## config.mk

```make
export PLATFORM = sky130hd
export DESIGN_NAME = light_sensor_auto_gain_core
export DESIGN_NICKNAME = d
export VERILOG_FILES = /design/src/rtl/lsag_pkg.sv /design/src/rtl/lsag_regs.sv /design/src/rtl/lsag_step.sv /design/src/rtl/light_sensor_auto_gain_core.sv
export SDC_FILE = /design/constraint.sdc
export NUM_CORES = 1
export LEC_CHECK = 0
export ABC_AREA = 1
export BUFFER_PORTS_ARGS = -buffer_cell sky130_fd_sc_hd__buf_4
export CELL_PAD_IN_SITES_DETAIL_PLACEMENT = 1
export CELL_PAD_IN_SITES_GLOBAL_PLACEMENT = 1
export CORE_ASPECT_RATIO = 0.9
export CORE_MARGIN = 3
export CORE_UTILIZATION = 44
export CTS_CLUSTER_DIAMETER = 50
export CTS_CLUSTER_SIZE = 8
export DETAILED_ROUTE_END_ITERATION = 6
export GPL_TIMING_DRIVEN = 1
export PLACE_DENSITY_LB_ADDON = 0.3
export SYNTH_ARGS = -nofsm -noshare
export SYNTH_HDL_FRONTEND = slang
export SYNTH_HIERARCHICAL = 1
export SYNTH_SLANG_ARGS = --single-unit
```

## constraint.sdc

```tcl
create_clock -name clk_i -period 7.1 [get_ports clk_i]
set_input_delay 1.775 -clock clk_i [delete_from_list [all_inputs] [get_ports clk_i]]
set_output_delay 1.775 -clock clk_i [all_outputs]
set_load 0.01 [all_outputs]
```

## src/rtl/lsag_pkg.sv

```systemverilog
// Package: shared types, codes and constants of the light sensor auto gain block.
`timescale 1ns / 1ps

package lsag_pkg;

  // Event codes on the input channel
  typedef enum logic [1:0] {
    ACT_START    = 2'd0,
    ACT_MEAS_DONE = 2'd1,
    ACT_SET_DONE = 2'd2
  } action_e;

  // Commands issued on the result channel
  typedef enum logic [1:0] {
    CMD_MEASURE = 2'd0,
    CMD_SET     = 2'd1,
    CMD_DONE    = 2'd2
  } command_e;

  // Outcome of a finished run
  typedef enum logic [1:0] {
    OUT_KEPT    = 2'd0,
    OUT_CHANGED = 2'd1,
    OUT_ERROR   = 2'd2
  } outcome_e;

  // Locked adjustment direction
  typedef enum logic [1:0] {
    DIR_NONE   = 2'd0,
    DIR_HIGHER = 2'd1,
    DIR_LOWER  = 2'd2
  } dir_e;

  // Sequencer phase
  typedef enum logic [1:0] {
    PH_IDLE = 2'd0,
    PH_MEAS = 2'd1,
    PH_SET  = 2'd2
  } phase_e;

  // Register indexes on the configuration port
  localparam logic [1:0] REG_HIGH_THR    = 2'd0;
  localparam logic [1:0] REG_LOW_THR     = 2'd1;
  localparam logic [1:0] REG_MAX_CHANGES = 2'd2;

  // Register reset values
  localparam logic [15:0] HIGH_THR_RST    = 16'd50000;
  localparam logic [15:0] LOW_THR_RST     = 16'd7500;
  localparam logic [6:0]  MAX_CHANGES_RST = 7'd16;

  // Sample code for an overexposed measurement
  localparam logic [15:0] OVEREXPOSED = 16'hFFFF;

  // Gain index limits and range switch points
  localparam logic [2:0] GAIN_MIN        = 3'd0;
  localparam logic [2:0] GAIN_NORMAL_MAX = 3'd7;
  localparam logic [2:0] GAIN_HIGH_LIMIT = 3'd5;
  localparam logic [2:0] GAIN_TO_NORMAL  = 3'd1;
  localparam logic [2:0] GAIN_TO_HIGH    = 3'd3;

  localparam logic RANGE_NORMAL = 1'b0;
  localparam logic RANGE_HIGH   = 1'b1;

  typedef struct packed {
    logic [15:0] high_thr;
    logic [15:0] low_thr;
    logic [6:0]  max_changes;
  } cfg_t;

  typedef struct packed {
    logic       cur_range;
    logic [2:0] cur_gain;
    dir_e       direction;
    logic [6:0] change_count;
    logic       changed_flag;
    logic       after_change;
    logic       rejecting;
    phase_e     phase;
  } state_t;

  typedef struct packed {
    command_e   command;
    logic       range_out;
    logic [2:0] gain_out;
    outcome_e   outcome;
  } result_t;

endpackage

```

## src/rtl/lsag_regs.sv

```systemverilog
// APB-style configuration registers: thresholds and change limit.
`timescale 1ns / 1ps

module lsag_regs (
  input  logic              clk_i,
  input  logic              rst_ni,
  input  logic              psel,
  input  logic              penable,
  input  logic              pwrite,
  input  logic [3:0]        paddr,
  input  logic [31:0]       pwdata,
  output logic [31:0]       prdata,
  output logic              pready,
  output lsag_pkg::cfg_t    cfg_o
);

  lsag_pkg::cfg_t cfg_q, cfg_d;
  logic           wr_en;

  assign pready = 1'b1;
  assign wr_en  = psel & penable & pwrite & pready;

  // Write decode
  always_comb begin
    cfg_d = cfg_q;
    if (wr_en) begin
      case (paddr[3:2])
        lsag_pkg::REG_HIGH_THR:    cfg_d.high_thr    = pwdata[15:0];
        lsag_pkg::REG_LOW_THR:     cfg_d.low_thr     = pwdata[15:0];
        lsag_pkg::REG_MAX_CHANGES: cfg_d.max_changes = pwdata[6:0];
        default:                   cfg_d = cfg_q;
      endcase
    end
  end

  always_ff @(posedge clk_i or negedge rst_ni) begin
    if (!rst_ni) begin
      cfg_q.high_thr    <= lsag_pkg::HIGH_THR_RST;
      cfg_q.low_thr     <= lsag_pkg::LOW_THR_RST;
      cfg_q.max_changes <= lsag_pkg::MAX_CHANGES_RST;
    end else begin
      cfg_q <= cfg_d;
    end
  end

  // Read mux
  always_comb begin
    case (paddr[3:2])
      lsag_pkg::REG_HIGH_THR:    prdata = {16'd0, cfg_q.high_thr};
      lsag_pkg::REG_LOW_THR:     prdata = {16'd0, cfg_q.low_thr};
      lsag_pkg::REG_MAX_CHANGES: prdata = {25'd0, cfg_q.max_changes};
      default:                   prdata = 32'd0;
    endcase
  end

  assign cfg_o = cfg_q;

endmodule

```

## src/rtl/lsag_step.sv

```systemverilog
// Event decode and gain/range update for one sequencer event.
`timescale 1ns / 1ps

module lsag_step (
  input  lsag_pkg::state_t  st_i,
  input  lsag_pkg::cfg_t    cfg_i,
  input  logic [1:0]        action_i,
  input  logic              start_range_i,
  input  logic [2:0]        start_gain_i,
  input  logic [15:0]       sample_i,
  input  logic              ok_i,
  output lsag_pkg::state_t  st_o,
  output lsag_pkg::result_t res_o
);

  logic       more_ok, less_ok;
  logic       more_range, less_range;
  logic [2:0] more_gain, less_gain;
  logic       want_more, want_less;
  logic       change;
  lsag_pkg::command_e cmd;
  lsag_pkg::outcome_e oc;
  lsag_pkg::outcome_e run_oc;

  // Step toward more signal: raise gain, or leave high range
  always_comb begin
    more_ok    = 1'b1;
    more_range = st_i.cur_range;
    more_gain  = st_i.cur_gain;
    if ((st_i.cur_range == lsag_pkg::RANGE_NORMAL && st_i.cur_gain < lsag_pkg::GAIN_NORMAL_MAX)
        || (st_i.cur_range == lsag_pkg::RANGE_HIGH
            && st_i.cur_gain < lsag_pkg::GAIN_HIGH_LIMIT)) begin
      more_gain = st_i.cur_gain + 3'd1;
    end else if (st_i.cur_range == lsag_pkg::RANGE_HIGH) begin
      more_range = lsag_pkg::RANGE_NORMAL;
      more_gain  = lsag_pkg::GAIN_TO_NORMAL;
    end else begin
      more_ok = 1'b0;
    end
  end

  // Step toward less signal: lower gain, or enter high range
  always_comb begin
    less_ok    = 1'b1;
    less_range = st_i.cur_range;
    less_gain  = st_i.cur_gain;
    if (st_i.cur_gain > lsag_pkg::GAIN_MIN) begin
      less_gain = st_i.cur_gain - 3'd1;
    end else if (st_i.cur_range == lsag_pkg::RANGE_NORMAL) begin
      less_range = lsag_pkg::RANGE_HIGH;
      less_gain  = lsag_pkg::GAIN_TO_HIGH;
    end else begin
      less_ok = 1'b0;
    end
  end

  assign want_more = (sample_i < cfg_i.low_thr) && (st_i.direction != lsag_pkg::DIR_LOWER);
  assign want_less = (sample_i > cfg_i.high_thr) && (st_i.direction != lsag_pkg::DIR_HIGHER);
  assign run_oc    = st_i.changed_flag ? lsag_pkg::OUT_CHANGED : lsag_pkg::OUT_KEPT;

  // Event handling
  always_comb begin
    st_o   = st_i;
    cmd    = lsag_pkg::CMD_DONE;
    oc     = lsag_pkg::OUT_ERROR;
    change = 1'b0;
    case (lsag_pkg::action_e'(action_i))
      lsag_pkg::ACT_START: begin
        if (ok_i) begin
          st_o.cur_range    = start_range_i;
          st_o.cur_gain     = start_gain_i;
          st_o.direction    = lsag_pkg::DIR_NONE;
          st_o.change_count = 7'd0;
          st_o.changed_flag = 1'b0;
          st_o.after_change = 1'b0;
          st_o.rejecting    = 1'b0;
          st_o.phase        = lsag_pkg::PH_MEAS;
          cmd               = lsag_pkg::CMD_MEASURE;
          oc                = lsag_pkg::OUT_KEPT;
        end
      end
      lsag_pkg::ACT_MEAS_DONE: begin
        if (st_i.phase == lsag_pkg::PH_MEAS && ok_i) begin
          if (st_i.after_change && st_i.direction == lsag_pkg::DIR_HIGHER
              && sample_i == lsag_pkg::OVEREXPOSED) begin
            // saturated after a step up: back it out
            st_o.cur_range = less_range;
            st_o.cur_gain  = less_gain;
            st_o.rejecting = 1'b1;
            cmd            = lsag_pkg::CMD_SET;
            oc             = lsag_pkg::OUT_KEPT;
          end else if (st_i.change_count >= cfg_i.max_changes) begin
            oc = run_oc;
          end else begin
            if (want_more) begin
              st_o.direction = lsag_pkg::DIR_HIGHER;
              change         = more_ok;
              st_o.cur_range = more_range;
              st_o.cur_gain  = more_gain;
            end else if (want_less) begin
              st_o.direction = lsag_pkg::DIR_LOWER;
              change         = less_ok;
              st_o.cur_range = less_range;
              st_o.cur_gain  = less_gain;
            end
            if (change) begin
              st_o.changed_flag = 1'b1;
              st_o.change_count = st_i.change_count + 7'd1;
              st_o.after_change = 1'b1;
              st_o.rejecting    = 1'b0;
              cmd               = lsag_pkg::CMD_SET;
              oc                = lsag_pkg::OUT_KEPT;
            end else begin
              oc = run_oc;
            end
          end
        end
      end
      lsag_pkg::ACT_SET_DONE: begin
        if (st_i.phase == lsag_pkg::PH_SET && ok_i) begin
          if (st_i.rejecting) begin
            oc = lsag_pkg::OUT_CHANGED;
          end else begin
            cmd = lsag_pkg::CMD_MEASURE;
            oc  = lsag_pkg::OUT_KEPT;
          end
        end
      end
      default: begin
        cmd = lsag_pkg::CMD_DONE;
        oc  = lsag_pkg::OUT_ERROR;
      end
    endcase
    // next phase follows from the command
    case (cmd)
      lsag_pkg::CMD_MEASURE: st_o.phase = lsag_pkg::PH_MEAS;
      lsag_pkg::CMD_SET:     st_o.phase = lsag_pkg::PH_SET;
      default:               st_o.phase = lsag_pkg::PH_IDLE;
    endcase
  end

  assign res_o.command   = cmd;
  assign res_o.range_out = st_o.cur_range;
  assign res_o.gain_out  = st_o.cur_gain;
  assign res_o.outcome   = oc;

endmodule

```

## src/rtl/light_sensor_auto_gain_core.sv

```systemverilog
// Top level of the light sensor auto gain sequencer: event register, state, result register.
`timescale 1ns / 1ps

// Auto-exposure sequencer for a two-range, eight-gain light sensor. Each event
// transfer (start, measurement done, mode set done) yields exactly one command
// transfer (measure, set mode, or finished with kept/changed/error), moving from
// the event register into the result register. One event is taken per cycle while
// the output side is not stalled: the event register feeds the decode and gain/range
// update, which writes the run state and the result register in the same edge,
// so the next event already sees the updated state. The result register and the
// event register each hold one item, so while a result waits the input side takes
// one more event and then holds off until the result is taken. Thresholds and the
// change limit live on the APB port at byte addresses 0, 4 and 8 and should be
// written only while no run is in flight.

module light_sensor_auto_gain_core (
  input  logic        clk_i,
  input  logic        rst_ni,
  // event channel
  input  logic        in_valid_i,
  output logic        in_ready_o,
  input  logic [1:0]  action_i,
  input  logic        start_range_i,
  input  logic [2:0]  start_gain_i,
  input  logic [15:0] sample_i,
  input  logic        ok_i,
  // command channel
  output logic        out_valid_o,
  input  logic        out_ready_i,
  output logic [1:0]  command_o,
  output logic        range_out_o,
  output logic [2:0]  gain_out_o,
  output logic [1:0]  outcome_o,
  // configuration
  input  logic        psel,
  input  logic        penable,
  input  logic        pwrite,
  input  logic [3:0]  paddr,
  input  logic [31:0] pwdata,
  output logic [31:0] prdata,
  output logic        pready
);

  lsag_pkg::cfg_t    cfg;
  lsag_pkg::state_t  st_q, st_d;
  lsag_pkg::result_t res_d, res_q;

  logic        in_valid_q;
  logic [1:0]  action_q;
  logic        start_range_q;
  logic [2:0]  start_gain_q;
  logic [15:0] sample_q;
  logic        ok_q;
  logic        out_valid_q;
  logic        advance;
  logic        load_out;
  logic        in_xfer;

  lsag_regs u_regs (
    .clk_i   (clk_i),
    .rst_ni  (rst_ni),
    .psel    (psel),
    .penable (penable),
    .pwrite  (pwrite),
    .paddr   (paddr),
    .pwdata  (pwdata),
    .prdata  (prdata),
    .pready  (pready),
    .cfg_o   (cfg)
  );

  // Handshake: output slot frees when empty or taken
  assign advance    = !out_valid_q || out_ready_i;
  assign load_out   = in_valid_q && advance;
  assign in_ready_o = !in_valid_q || advance;
  assign in_xfer    = in_valid_i && in_ready_o;

  // Event register
  always_ff @(posedge clk_i or negedge rst_ni) begin
    if (!rst_ni) begin
      in_valid_q <= 1'b0;
    end else if (in_ready_o) begin
      in_valid_q <= in_valid_i;
    end
  end

  always_ff @(posedge clk_i) begin
    if (in_xfer) begin
      action_q      <= action_i;
      start_range_q <= start_range_i;
      start_gain_q  <= start_gain_i;
      sample_q      <= sample_i;
      ok_q          <= ok_i;
    end
  end

  lsag_step u_step (
    .st_i          (st_q),
    .cfg_i         (cfg),
    .action_i      (action_q),
    .start_range_i (start_range_q),
    .start_gain_i  (start_gain_q),
    .sample_i      (sample_q),
    .ok_i          (ok_q),
    .st_o          (st_d),
    .res_o         (res_d)
  );

  // Run state, updated as each event moves into the result register
  always_ff @(posedge clk_i or negedge rst_ni) begin
    if (!rst_ni) begin
      st_q.cur_range    <= 1'b0;
      st_q.cur_gain     <= 3'd0;
      st_q.direction    <= lsag_pkg::DIR_NONE;
      st_q.change_count <= 7'd0;
      st_q.changed_flag <= 1'b0;
      st_q.after_change <= 1'b0;
      st_q.rejecting    <= 1'b0;
      st_q.phase        <= lsag_pkg::PH_IDLE;
    end else if (load_out) begin
      st_q <= st_d;
    end
  end

  // Result register
  always_ff @(posedge clk_i or negedge rst_ni) begin
    if (!rst_ni) begin
      out_valid_q <= 1'b0;
    end else if (advance) begin
      out_valid_q <= in_valid_q;
    end
  end

  always_ff @(posedge clk_i) begin
    if (load_out) begin
      res_q <= res_d;
    end
  end

  assign out_valid_o = out_valid_q;
  assign command_o   = res_q.command;
  assign range_out_o = res_q.range_out;
  assign gain_out_o  = res_q.gain_out;
  assign outcome_o   = res_q.outcome;

  // A finished command leaves the sequencer idle
  a_done_idle: assert property (@(posedge clk_i) disable iff (!rst_ni)
    load_out && res_d.command == lsag_pkg::CMD_DONE |=> st_q.phase == lsag_pkg::PH_IDLE)
    else $error("sequencer not idle after finished command");

  // Only finished commands carry a nonzero outcome
  a_outcome_zero: assert property (@(posedge clk_i) disable iff (!rst_ni)
    out_valid_o && command_o != lsag_pkg::CMD_DONE |-> outcome_o == lsag_pkg::OUT_KEPT)
    else $error("outcome set on a non-finished command");

  // Awaiting a mode set means at least one change was made
  a_set_counted: assert property (@(posedge clk_i) disable iff (!rst_ni)
    st_q.phase == lsag_pkg::PH_SET |-> st_q.change_count != 7'd0)
    else $error("mode set awaited with no change counted");

  // Undoing a step only happens on an upward run
  a_reject_dir: assert property (@(posedge clk_i) disable iff (!rst_ni)
    st_q.rejecting |-> st_q.direction == lsag_pkg::DIR_HIGHER)
    else $error("reject pending without upward direction");

endmodule

```

==> impl_metrics.ini, run 1 <==
[outcome]
outcome = complete, no violations

[sta]
finalCritPeriodShare = 0.630
setup_repair_after_global_routing_missed_its_margin = false
finalHoldViolCount = 0
timing.final.max_slew_violations = 0
final.setup.tns_ns = 0
worst-slew-pin-transition_ns = 0.992
final_period_minus_worst_setup_slack_ns = 4.47
fmax_mhz = 224
maxSlewHeadroom = 0.338
finClkSkew_ns = 0.00811
final-setup-viol-count = 0

[detailed_routing]
drc_errors = 0
postRouteAntennaNets = 0
routed_wirelength_mm = 16.2
drt_iter0_drc = 230
route.vias.total = 5084
drt-pass1-iter-count = 4
drt-vias-per-instance = 5.15
post_drt_wl_per_cell_um = 16.4

[worst_setup_path]
critical-path-max-stage-delay_ns = 0.42
r2r_startpoint = u_regs/cfg_o[18]
cp_slowest_cell = sky130_fd_sc_hd__nor2_4
worstPathArrival_ns = 2.70
rrSetupSlack_ns = 4.33
r2r-end = st_q[15]
type_of_element_launching_the_critical_path = primary input
crit_end = prdata[6]
cp-startpoint = paddr[3]
critPathTopFamily = simple AND/OR/NAND/NOR gates
worst-setup-path-type = in -> out
crit_path_max_fanout = 17
cell_depth_of_the_worst_flop_to_flop_path = 14
setup.worst_path.end_class = primary output
path_depth = 5
critical_path_buf_inv_count = 2
cp_cell_sequence = buf_4 > nor2_4 > nand2_1 > nand3_1 > buf_4
cp_common_cell = sky130_fd_sc_hd__buf_4
timing.critical_path.required_ns = 5.33

[global_route]
first_pass_grt_wire_length_mm = 27.2
antenna_violations_before_repair = 0
first_global_vias = 5640
globalRouteOverflowTotal = 0
grt_max_degree = 60
gr-usage-all-layers = 0.234

[floorplan]
io_pins = 109
design.die.area_um2 = 14700
initial_core_util = 0.456
die_height_um = 115
die_width_um = 128
core_area_um2 = 12800
fp-row-count = 39

[power]
fin_total_pwr_w = 0.00185
p_per_area_nw_per_um2 = 276
max-vdd-ir-drop_mv = 0.138
power_leakage_nw = 3.49

[clock_network]
htree_num_levels = 3
cts-buffers-inserted = 9
clock-sinks = 90
cts_resized = 0
cts.reportedPaths.clkPinSlew_ns = 0.07
ctsLongestPathBuffers = 2
post_cts_buffers = 0
worst_skew_pair_latency_ns = 0.36
number_of_hold_buffers_added_after_cts = 0
clock_tree_from_tritoncts = yes
clock_tree.root_cell = sky130_fd_sc_hd__clkbuf_16

[placed_design]
globalplace.congestion = 0.879
dpl.hpwl_mm = 12.1
placement.io_buffers = 73

[cells_and_area]
area.growth.synth_to_final_pct = 14.3
final_nets = 927
num_antenna_cells = 0
drive_gt1_frac = 0.171

[yosys]
yosys_warnings = 6
syn-cell-area_um2 = 5860
yosysSeqAreaShare = 0.414
postSynthRegisterBits = 90
avgSynthCellArea_um2 = 7.76
synth_unique_cells = 46
syn_inst = 755

[job]
max_cap_viol_count = 0

[worst_hold_path]
min-delay-path-class = reg -> reg
state kept, by name, summed over array words and instances (netlist names):
register	cells
action_q	2
command_o	2
gain_out_o	3
in_valid_q	1
ok_q	1
out_valid_o	1
outcome_o	2
range_out_o	1
sample_q	16
st_q	18
start_gain_q	3
start_range_q	1
u_regs/cfg_o	39
cell usage after synthesis (all sizes together):
cell type,count,area (um2)
dfstp,14,368
conb,2,7.51
a22oi,1,7.51
o211ai,3,22.5
o22ai,1,6.26
o21bai,1,7.51
dfrtp,45,1130
a21boi,1,7.51
o21a,2,15.0
xnor2,1,8.76
nand3b,2,15.0
a41oi,1,8.76
nand3,53,315
nor3,5,35.0
xor2,1,8.76
clkinv,1,3.75
nand4,14,87.6
a21oi,22,114
nand2,318,1220
inv,97,367
nor3b,1,7.51
buf,36,288
nor2,32,184
edfxtp,31,931
ha,42,526
nor4,2,18.8
o21ai,21,109
o221ai,4,35.0
and3,1,6.26
cells by family (layout without fill, tap and decap cells):
group	count (synthesis)	count (layout)	synth area share
and+or+nand+nor	428	428	0.323
other	2	17	0.00128
buffers and inverters	134	188	0.112
DFF	90	90	0.414
adders and majority gates	42	42	0.0897
xor gates and xnor gates	2	2	0.00299
AOI/OAI and AO/OA	57	57	0.0568
cell usage in the layout, fill, tap and decap left out, types with 2 or more instances in the layout:
| cell | n |
|---|---|
| sky130_fd_sc_hd__a21oi_1 | 21 |
| sky130_fd_sc_hd__buf_4 | 74 |
| sky130_fd_sc_hd__clkbuf_16 | 11 |
| sky130_fd_sc_hd__clkinv_2 | 2 |
| sky130_fd_sc_hd__conb_1 | 17 |
| sky130_fd_sc_hd__dfrtp_1 | 45 |
| sky130_fd_sc_hd__dfstp_2 | 14 |
| sky130_fd_sc_hd__edfxtp_1 | 31 |
| sky130_fd_sc_hd__ha_1 | 42 |
| sky130_fd_sc_hd__inv_1 | 87 |
| sky130_fd_sc_hd__inv_2 | 9 |
| sky130_fd_sc_hd__inv_4 | 3 |
| sky130_fd_sc_hd__nand2_1 | 311 |
| sky130_fd_sc_hd__nand2_2 | 5 |
| sky130_fd_sc_hd__nand2_4 | 2 |
| sky130_fd_sc_hd__nand3_1 | 46 |
| sky130_fd_sc_hd__nand3_2 | 5 |
| sky130_fd_sc_hd__nand3_4 | 2 |
| sky130_fd_sc_hd__nand3b_1 | 2 |
| sky130_fd_sc_hd__nand4_1 | 14 |
| sky130_fd_sc_hd__nor2_1 | 24 |
| sky130_fd_sc_hd__nor2_4 | 6 |
| sky130_fd_sc_hd__nor3_1 | 3 |
| sky130_fd_sc_hd__nor3_2 | 2 |
| sky130_fd_sc_hd__o211ai_1 | 3 |
| sky130_fd_sc_hd__o21a_1 | 2 |
| sky130_fd_sc_hd__o21ai_0 | 16 |
| sky130_fd_sc_hd__o21ai_1 | 4 |
| sky130_fd_sc_hd__o221ai_1 | 4 |
worst reg2reg max path, cell delays in order (launching register included):
cell and delay (ns):
sky130_fd_sc_hd__dfstp_2 0.54, sky130_fd_sc_hd__inv_1 0.05, sky130_fd_sc_hd__ha_1 0.31, sky130_fd_sc_hd__a21oi_1 0.13
sky130_fd_sc_hd__o21ai_1 0.09, sky130_fd_sc_hd__a21oi_1 0.38, sky130_fd_sc_hd__nand3_2 0.22, sky130_fd_sc_hd__nor2_1 0.35
sky130_fd_sc_hd__nand2_1 0.13, sky130_fd_sc_hd__nand2_1 0.10, sky130_fd_sc_hd__nand2_1 0.05, sky130_fd_sc_hd__nand2_1 0.07
sky130_fd_sc_hd__nand2_1 0.07, sky130_fd_sc_hd__nand3_1 0.09, sky130_fd_sc_hd__nand2_1 0.07
per-layer routing:
layer | wire, um | track usage | vias to the layer above
li1 | - | - | 2492
met2 | 8240 | 0.425 | 91
met4 | 365 | 0.0863 | 0
met3 | 553 | 0.0429 | 25
met5 | 0 | 0 | -
met1 | 7040 | 0.279 | 2476
report_power, final:
group,total [W],switching (W),internal (W)
clock,0.000494,0.000214,0.000280
combinational,0.000606,0.000380,0.000226
sequential,0.000747,0.000102,0.000645
total,0.00185,0.000697,0.00115
area by class of cell:
type	count	area [um2]
clock buffer	11	275
clock inverter	5	31.3
fill	1592	6140
inverter	98	370
multi-input combinational	546	2830
sequential	90	2420
tap	164	205
timing repair buffer	74	556
worst min-delay path by stage:
stage          slack (ns)          endpoint             start  depth (start not counted)
6_report             0.48  u_regs/cfg_o[37]  u_regs/cfg_o[37]                          2
5_1_grt              0.50  u_regs/cfg_o[29]  u_regs/cfg_o[29]                          2
4_1_cts              0.48  u_regs/cfg_o[37]  u_regs/cfg_o[37]                          2
3_5_place_dp         0.46  u_regs/cfg_o[37]  u_regs/cfg_o[37]                          2
3_3_place_gp         0.46           st_q[2]           st_q[2]                          2
2_1_floorplan        0.44          st_q[16]          st_q[16]                          2
per-stage QoR:
stage | std cells | setup slack (ns) | area (um2) | hold WS (ns) | util
3_3_place_gp | 972 | 2.65 | 6390 | 0.457 | 0.498
2_1_floorplan | 770 | 3.00 | 5910 | 0.437 | -
3_5_place_dp | 972 | 2.66 | 6390 | 0.465 | 0.498
6_report | 988 | 2.63 | 6690 | 0.477 | 0.521
5_1_grt | 988 | 2.57 | 6690 | 0.497 | 0.521
4_1_cts | 988 | 2.64 | 6690 | 0.476 | 0.521
Note: power is estimated with default switching activity, not from simulation.
==> inputs of run 2 (changes only) <==
- CORE_UTILIZATION: 44 -> 41
- clock period: 7.1 -> 4.3 ns (I/O delays scaled with it)
==> impl_metrics.ini, run 2 (synthesized netlist as in run 1, its figures left out) <==
[detailed_routing]
routed_wirelength_mm = 16.6
drt-vias-per-instance = 5.06
post_drt_wl_per_cell_um = 16.4
drt_iter0_drc = 201
postRouteAntennaNets = 0
drc_errors = 0
drt-pass1-iter-count = 4
route.vias.total = 5128

[cells_and_area]
footprint_of_the_multi_input_gates_um2 = 2830
layout.core_utilization = 0.493
fillers = 1700
area.growth.synth_to_final_pct = 15.1
drive_gt1_frac = 0.171
final_common_cell = sky130_fd_sc_hd__nand2_1
layout.area.seq_um2 = 2420
post_layout_nonfiller_instances = 1014
largest_register_ffs = 39
num_antenna_cells = 0
most_used_cells_in_the_layout_excluding_fill_and_tap_cells = sky130_fd_sc_hd__nand2_1 (311), sky130_fd_sc_hd__inv_1 (87), sky130_fd_sc_hd__buf_4 (75)
final_nets = 928

[clock_network]
htree_num_levels = 3
cts.reportedPaths.clkPinSlew_ns = 0.07
ctsLongestPathBuffers = 2
post_cts_buffers = 0
clock_tree.root_cell = sky130_fd_sc_hd__clkbuf_16
worst_skew_pair_latency_ns = 0.35
number_of_hold_buffers_added_after_cts = 0
clock_tree_from_tritoncts = yes
clock-sinks = 90
cts_resized = 0
cts-buffers-inserted = 9

[power]
proportion_of_total_power_due_to_net_switching = 0.373
p_per_area_nw_per_um2 = 457
max-vdd-ir-drop_mv = 0.205
internal_power_w = 0.00193
fin_total_pwr_w = 0.00308
gate_power_share = 0.330
clockPowerShare = 0.270
pwr-share-seq = 0.400
switching_power_w = 0.00115
power_leakage_nw = 3.49

[worst_setup_path]
worst-setup-path-type = in -> out
critical-path-max-stage-delay_ns = 0.43
timing.critical_path.required_ns = 3.22
r2r-end = st_q[5]
critical_path_buf_inv_count = 2
cp_slowest_cell = sky130_fd_sc_hd__nor2_4
rrSetupSlack_ns = 1.62
cell_depth_of_the_worst_flop_to_flop_path = 10
cp_cell_sequence = buf_4 > nor2_4 > nand2_1 > nand3_1 > buf_4
critPathTopFamily = simple AND/OR/NAND/NOR gates
setup.worst_path.end_class = primary output
r2r_startpoint = st_q[1]
crit_path_max_fanout = 17
type_of_element_launching_the_critical_path = primary input
cp_common_cell = sky130_fd_sc_hd__buf_4
worstPathArrival_ns = 2.05

[sta]
final-setup-viol-count = 0
finalHoldViolCount = 0
maxSlewHeadroom = 0.324
finClkSkew_ns = 0.0115
finalCritPeriodShare = 0.727
fin_hold_ws_ns = 0.471
timing.final.max_slew_violations = 0
fmax_mhz = 320
worst-slew-pin-transition_ns = 1.01
final.setup.tns_ns = 0
final_period_minus_worst_setup_slack_ns = 3.13
setup_repair_after_global_routing_missed_its_margin = false

[global_route]
antenna_violations_before_repair = 0
gr-usage-all-layers = 0.219
first_global_vias = 5609
first_pass_grt_wire_length_mm = 27.6
globalRouteOverflowTotal = 0
grt_max_degree = 60

[floorplan]
die_height_um = 119
initial_core_util = 0.429
fp-row-count = 40
design.die.area_um2 = 15800
die_width_um = 132
core_area_um2 = 13700
io_pins = 109

[job]
max_cap_viol_count = 0

[outcome]
outcome = complete, no violations

[placed_design]
number_of_cells_after_detailed_placement = 998
placement.io_buffers = 73
dpl.hpwl_mm = 12.6
globalplace.congestion = 0.904

[worst_hold_path]
min-delay-path-class = reg -> reg
hold_start = u_regs/cfg_o[15]
min_delay_path_depth = 2
hold-path-endpoint = u_regs/cfg_o[15]
run 2: cell count changes in the layout (fill, tap and decap cells not counted), sizes merged:
| cell | before | now |
|---|---|---|
| inv | 99 | 98 |
| clkinvlp | 0 | 1 |
| buf | 74 | 75 |
| clkinv | 4 | 3 |
| bufinv | 0 | 1 |
run 2: worst max-delay path by stage:
stage	from	endpoint	slack, ns	cells past startpoint
2_1_floorplan	paddr[3]	prdata[3]	1.60	4
3_3_place_gp	paddr[3]	prdata[0]	1.22	5
3_5_place_dp	paddr[3]	prdata[4]	1.21	5
4_1_cts	paddr[3]	prdata[4]	1.20	5
5_1_grt	paddr[3]	prdata[0]	1.12	5
6_report	paddr[3]	prdata[4]	1.17	5
run 2: layout make-up:
| cell class | count | area share |
|---|---|---|
| sequential | 90 | 0.360 |
| inverter | 98 | 0.0550 |
| timing repair buffer | 75 | 0.0835 |
| clock inverter | 5 | 0.00891 |
| clock buffer | 11 | 0.0377 |
| multi-input combinational | 546 | 0.420 |
| tap | 189 | 0.0351 |
run 2: metal layers:
layer,vias to the layer above,GRT usage,share of wire
met5,-,0,0
met4,0,0.0709,0.018
met3,27,0.0494,0.040
met2,99,0.373,0.48
met1,2499,0.277,0.47
li1,2503,-,-
run 2: worst register-to-register path: stages, from the launching register on:
cell	delay, ns
sky130_fd_sc_hd__dfrtp_1	0.41
sky130_fd_sc_hd__nor3_2	0.72
sky130_fd_sc_hd__inv_2	0.16
sky130_fd_sc_hd__nor2_1	0.50
sky130_fd_sc_hd__inv_2	0.15
sky130_fd_sc_hd__nor2_8	0.20
sky130_fd_sc_hd__nand2_2	0.12
sky130_fd_sc_hd__nand3_1	0.11
sky130_fd_sc_hd__o21ai_2	0.07
sky130_fd_sc_hd__nand3_2	0.07
sky130_fd_sc_hd__nand2_1	0.07
run 2: through the flow:
stage	setup WS (ns)	area [um2]
4_1_cts	1.20	6740
5_1_grt	1.12	6740
6_report	1.17	6740
3_3_place_gp	1.22	6420
2_1_floorplan	1.60	5910
3_5_place_dp	1.21	6420
run 2: power by group through the flow:
stage / clock network (W) / registers [W] / logic, W
2_1_floorplan: 0 / 0.00118 / 0.000738
3_3_place_gp: 0 / 0.00124 / 0.000938
3_5_place_dp: 0 / 0.00125 / 0.00100
4_1_cts: 0.000853 / 0.00123 / 0.00101
5_1_grt: 0.000890 / 0.00125 / 0.00115
6_report: 0.000832 / 0.00123 / 0.00101
==> inputs of run 3 (changes only) <==
- clock period: 4.3 -> 3.2 ns (I/O delays scaled with it)
==> impl_metrics.ini, run 3 (synthesized netlist as in run 1, its figures left out) <==
[sta]
final.setup.tns_ns = 0
final-setup-viol-count = 0
final_period_minus_worst_setup_slack_ns = 2.68
worst-slew-pin-transition_ns = 0.821
timing.final.max_slew_violations = 0
fin_ws_ns = 0.522
finClkSkew_ns = 0.00794
finalCritPeriodShare = 0.837
finalHoldViolCount = 0
fmax_mhz = 373
setup_repair_after_global_routing_missed_its_margin = false
fin_hold_ws_ns = 0.471
maxSlewHeadroom = 0.451

[placed_design]
minimum_setup_slack_after_placement_ns = 0.588
number_of_cells_after_detailed_placement = 1002
placement.io_buffers = 73
globalplace.congestion = 0.907
dpl.hpwl_mm = 12.9

[cells_and_area]
area.growth.synth_to_final_pct = 15.6
post_layout_nonfiller_instances = 1018
fillers = 1716
most_used_cells_in_the_layout_excluding_fill_and_tap_cells = sky130_fd_sc_hd__nand2_1 (311), sky130_fd_sc_hd__inv_1 (87), sky130_fd_sc_hd__buf_4 (79)
num_antenna_cells = 0
final_nets = 932
final_common_cell = sky130_fd_sc_hd__nand2_1
layout.area.seq_um2 = 2420
footprint_of_the_multi_input_gates_um2 = 2830
drive_gt1_frac = 0.175
largest_register_ffs = 39

[clock_network]
clock_tree.root_cell = sky130_fd_sc_hd__clkbuf_16
htree_num_levels = 3
post_cts_buffers = 0
cts-buffers-inserted = 9
ctsLongestPathBuffers = 2
clock-sinks = 90
cts_resized = 0
number_of_hold_buffers_added_after_cts = 0
worst_skew_pair_latency_ns = 0.36
clock_tree_from_tritoncts = yes
cts.reportedPaths.clkPinSlew_ns = 0.07

[worst_setup_path]
cell_depth_of_the_worst_flop_to_flop_path = 13
worst-setup-path-type = reg -> reg
path_depth = 13
critPathTopFamily = simple AND/OR/NAND/NOR gates
cp_slowest_cell = sky130_fd_sc_hd__edfxtp_1
cp_cell_sequence = ha_1 > a21oi_1 > nor2_1 > nor3_1 > nand2_1 > nand2_1 > nand3_2 > nor2_1 > nand2_1 > nand2_1 > nand2_1 > nand2_1 > nand2_1
cp_common_cell = sky130_fd_sc_hd__nand2_1
setup.worst_path.end_class = register
critical-path-max-stage-delay_ns = 0.51
timing.critical_path.required_ns = 3.30
worstPathArrival_ns = 2.77
crit_path_max_fanout = 7
critical_path_buf_inv_count = 0
type_of_element_launching_the_critical_path = register

[power]
internal_power_w = 0.00259
gate_power_share = 0.337
power_leakage_nw = 3.50
p_per_area_nw_per_um2 = 615
clockPowerShare = 0.269
proportion_of_total_power_due_to_net_switching = 0.377
pwr-share-seq = 0.395
max-vdd-ir-drop_mv = 0.300
fin_total_pwr_w = 0.00416
switching_power_w = 0.00157

[floorplan]
die_width_um = 132
fp-row-count = 40
initial_core_util = 0.429
core_area_um2 = 13700
io_pins = 109
die_height_um = 119
design.die.area_um2 = 15800

[outcome]
outcome = complete, no violations

[global_route]
gr-usage-all-layers = 0.221
grt_max_degree = 60
globalRouteOverflowTotal = 0
antenna_violations_before_repair = 0
first_pass_grt_wire_length_mm = 28.0
first_global_vias = 5505

[job]
max_cap_viol_count = 0

[detailed_routing]
post_drt_wl_per_cell_um = 16.7
drt_iter0_drc = 296
postRouteAntennaNets = 0
drc_errors = 0
drt-pass1-iter-count = 5
routed_wirelength_mm = 17.0
route.vias.total = 5167
drt-vias-per-instance = 5.08

[worst_hold_path]
min_delay_path_depth = 2
min-delay-path-class = reg -> reg
run 3: tightest hold or removal path, cell delays in order (launching register included):
cell                      delay (ns)
sky130_fd_sc_hd__dfstp_2        0.37
sky130_fd_sc_hd__nand2_1        0.06
sky130_fd_sc_hd__nand2_1        0.04
run 3: power by group through the flow:
stage | logic, W | registers, W | clock network [W]
2_1_floorplan | 0.000991 | 0.00159 | 0
3_3_place_gp | 0.00128 | 0.00165 | 0
3_5_place_dp | 0.00138 | 0.00166 | 0
4_1_cts | 0.00139 | 0.00164 | 0.00114
5_1_grt | 0.00159 | 0.00168 | 0.00118
6_report | 0.00140 | 0.00164 | 0.00112
run 3: layout make-up:
class	instances	area share
clock buffer	10	0.0370
multi-input combinational	546	0.418
sequential	90	0.358
timing repair buffer	79	0.0876
clock inverter	6	0.00924
tap	189	0.0349
inverter	98	0.0547
run 3: worst paths after layout:
check / from / end / slack [ns]
min in group asynchronous: rst_ni / u_regs/cfg_o[30] / 0.52
max in group asynchronous: rst_ni / st_q[1] / 2.16
setup reg to reg: sample_q[5] / gain_out_o[2] / 0.52
setup / recovery: sample_q[5] / gain_out_o[2] / 0.52
hold / removal: u_regs/cfg_o[15] / u_regs/cfg_o[15] / 0.47
hold reg to reg: u_regs/cfg_o[15] / u_regs/cfg_o[15] / 0.47
run 3: through the flow:
step / util / instance area (um2)
after floorplan: - / 5910
after global placement: 0.472 / 6450
after detailed placement: 0.472 / 6450
after CTS: 0.495 / 6770
after global routing: 0.495 / 6770
final: 0.495 / 6770
run 3: per-layer routing:
layer  up-vias  global-route usage  part of all wire
met4         0              0.0446             0.011
met1      2516               0.284              0.45
li1       2517                   -                 -
met2       120               0.379              0.49
met5         -                   0                 0
met3        14              0.0541             0.055
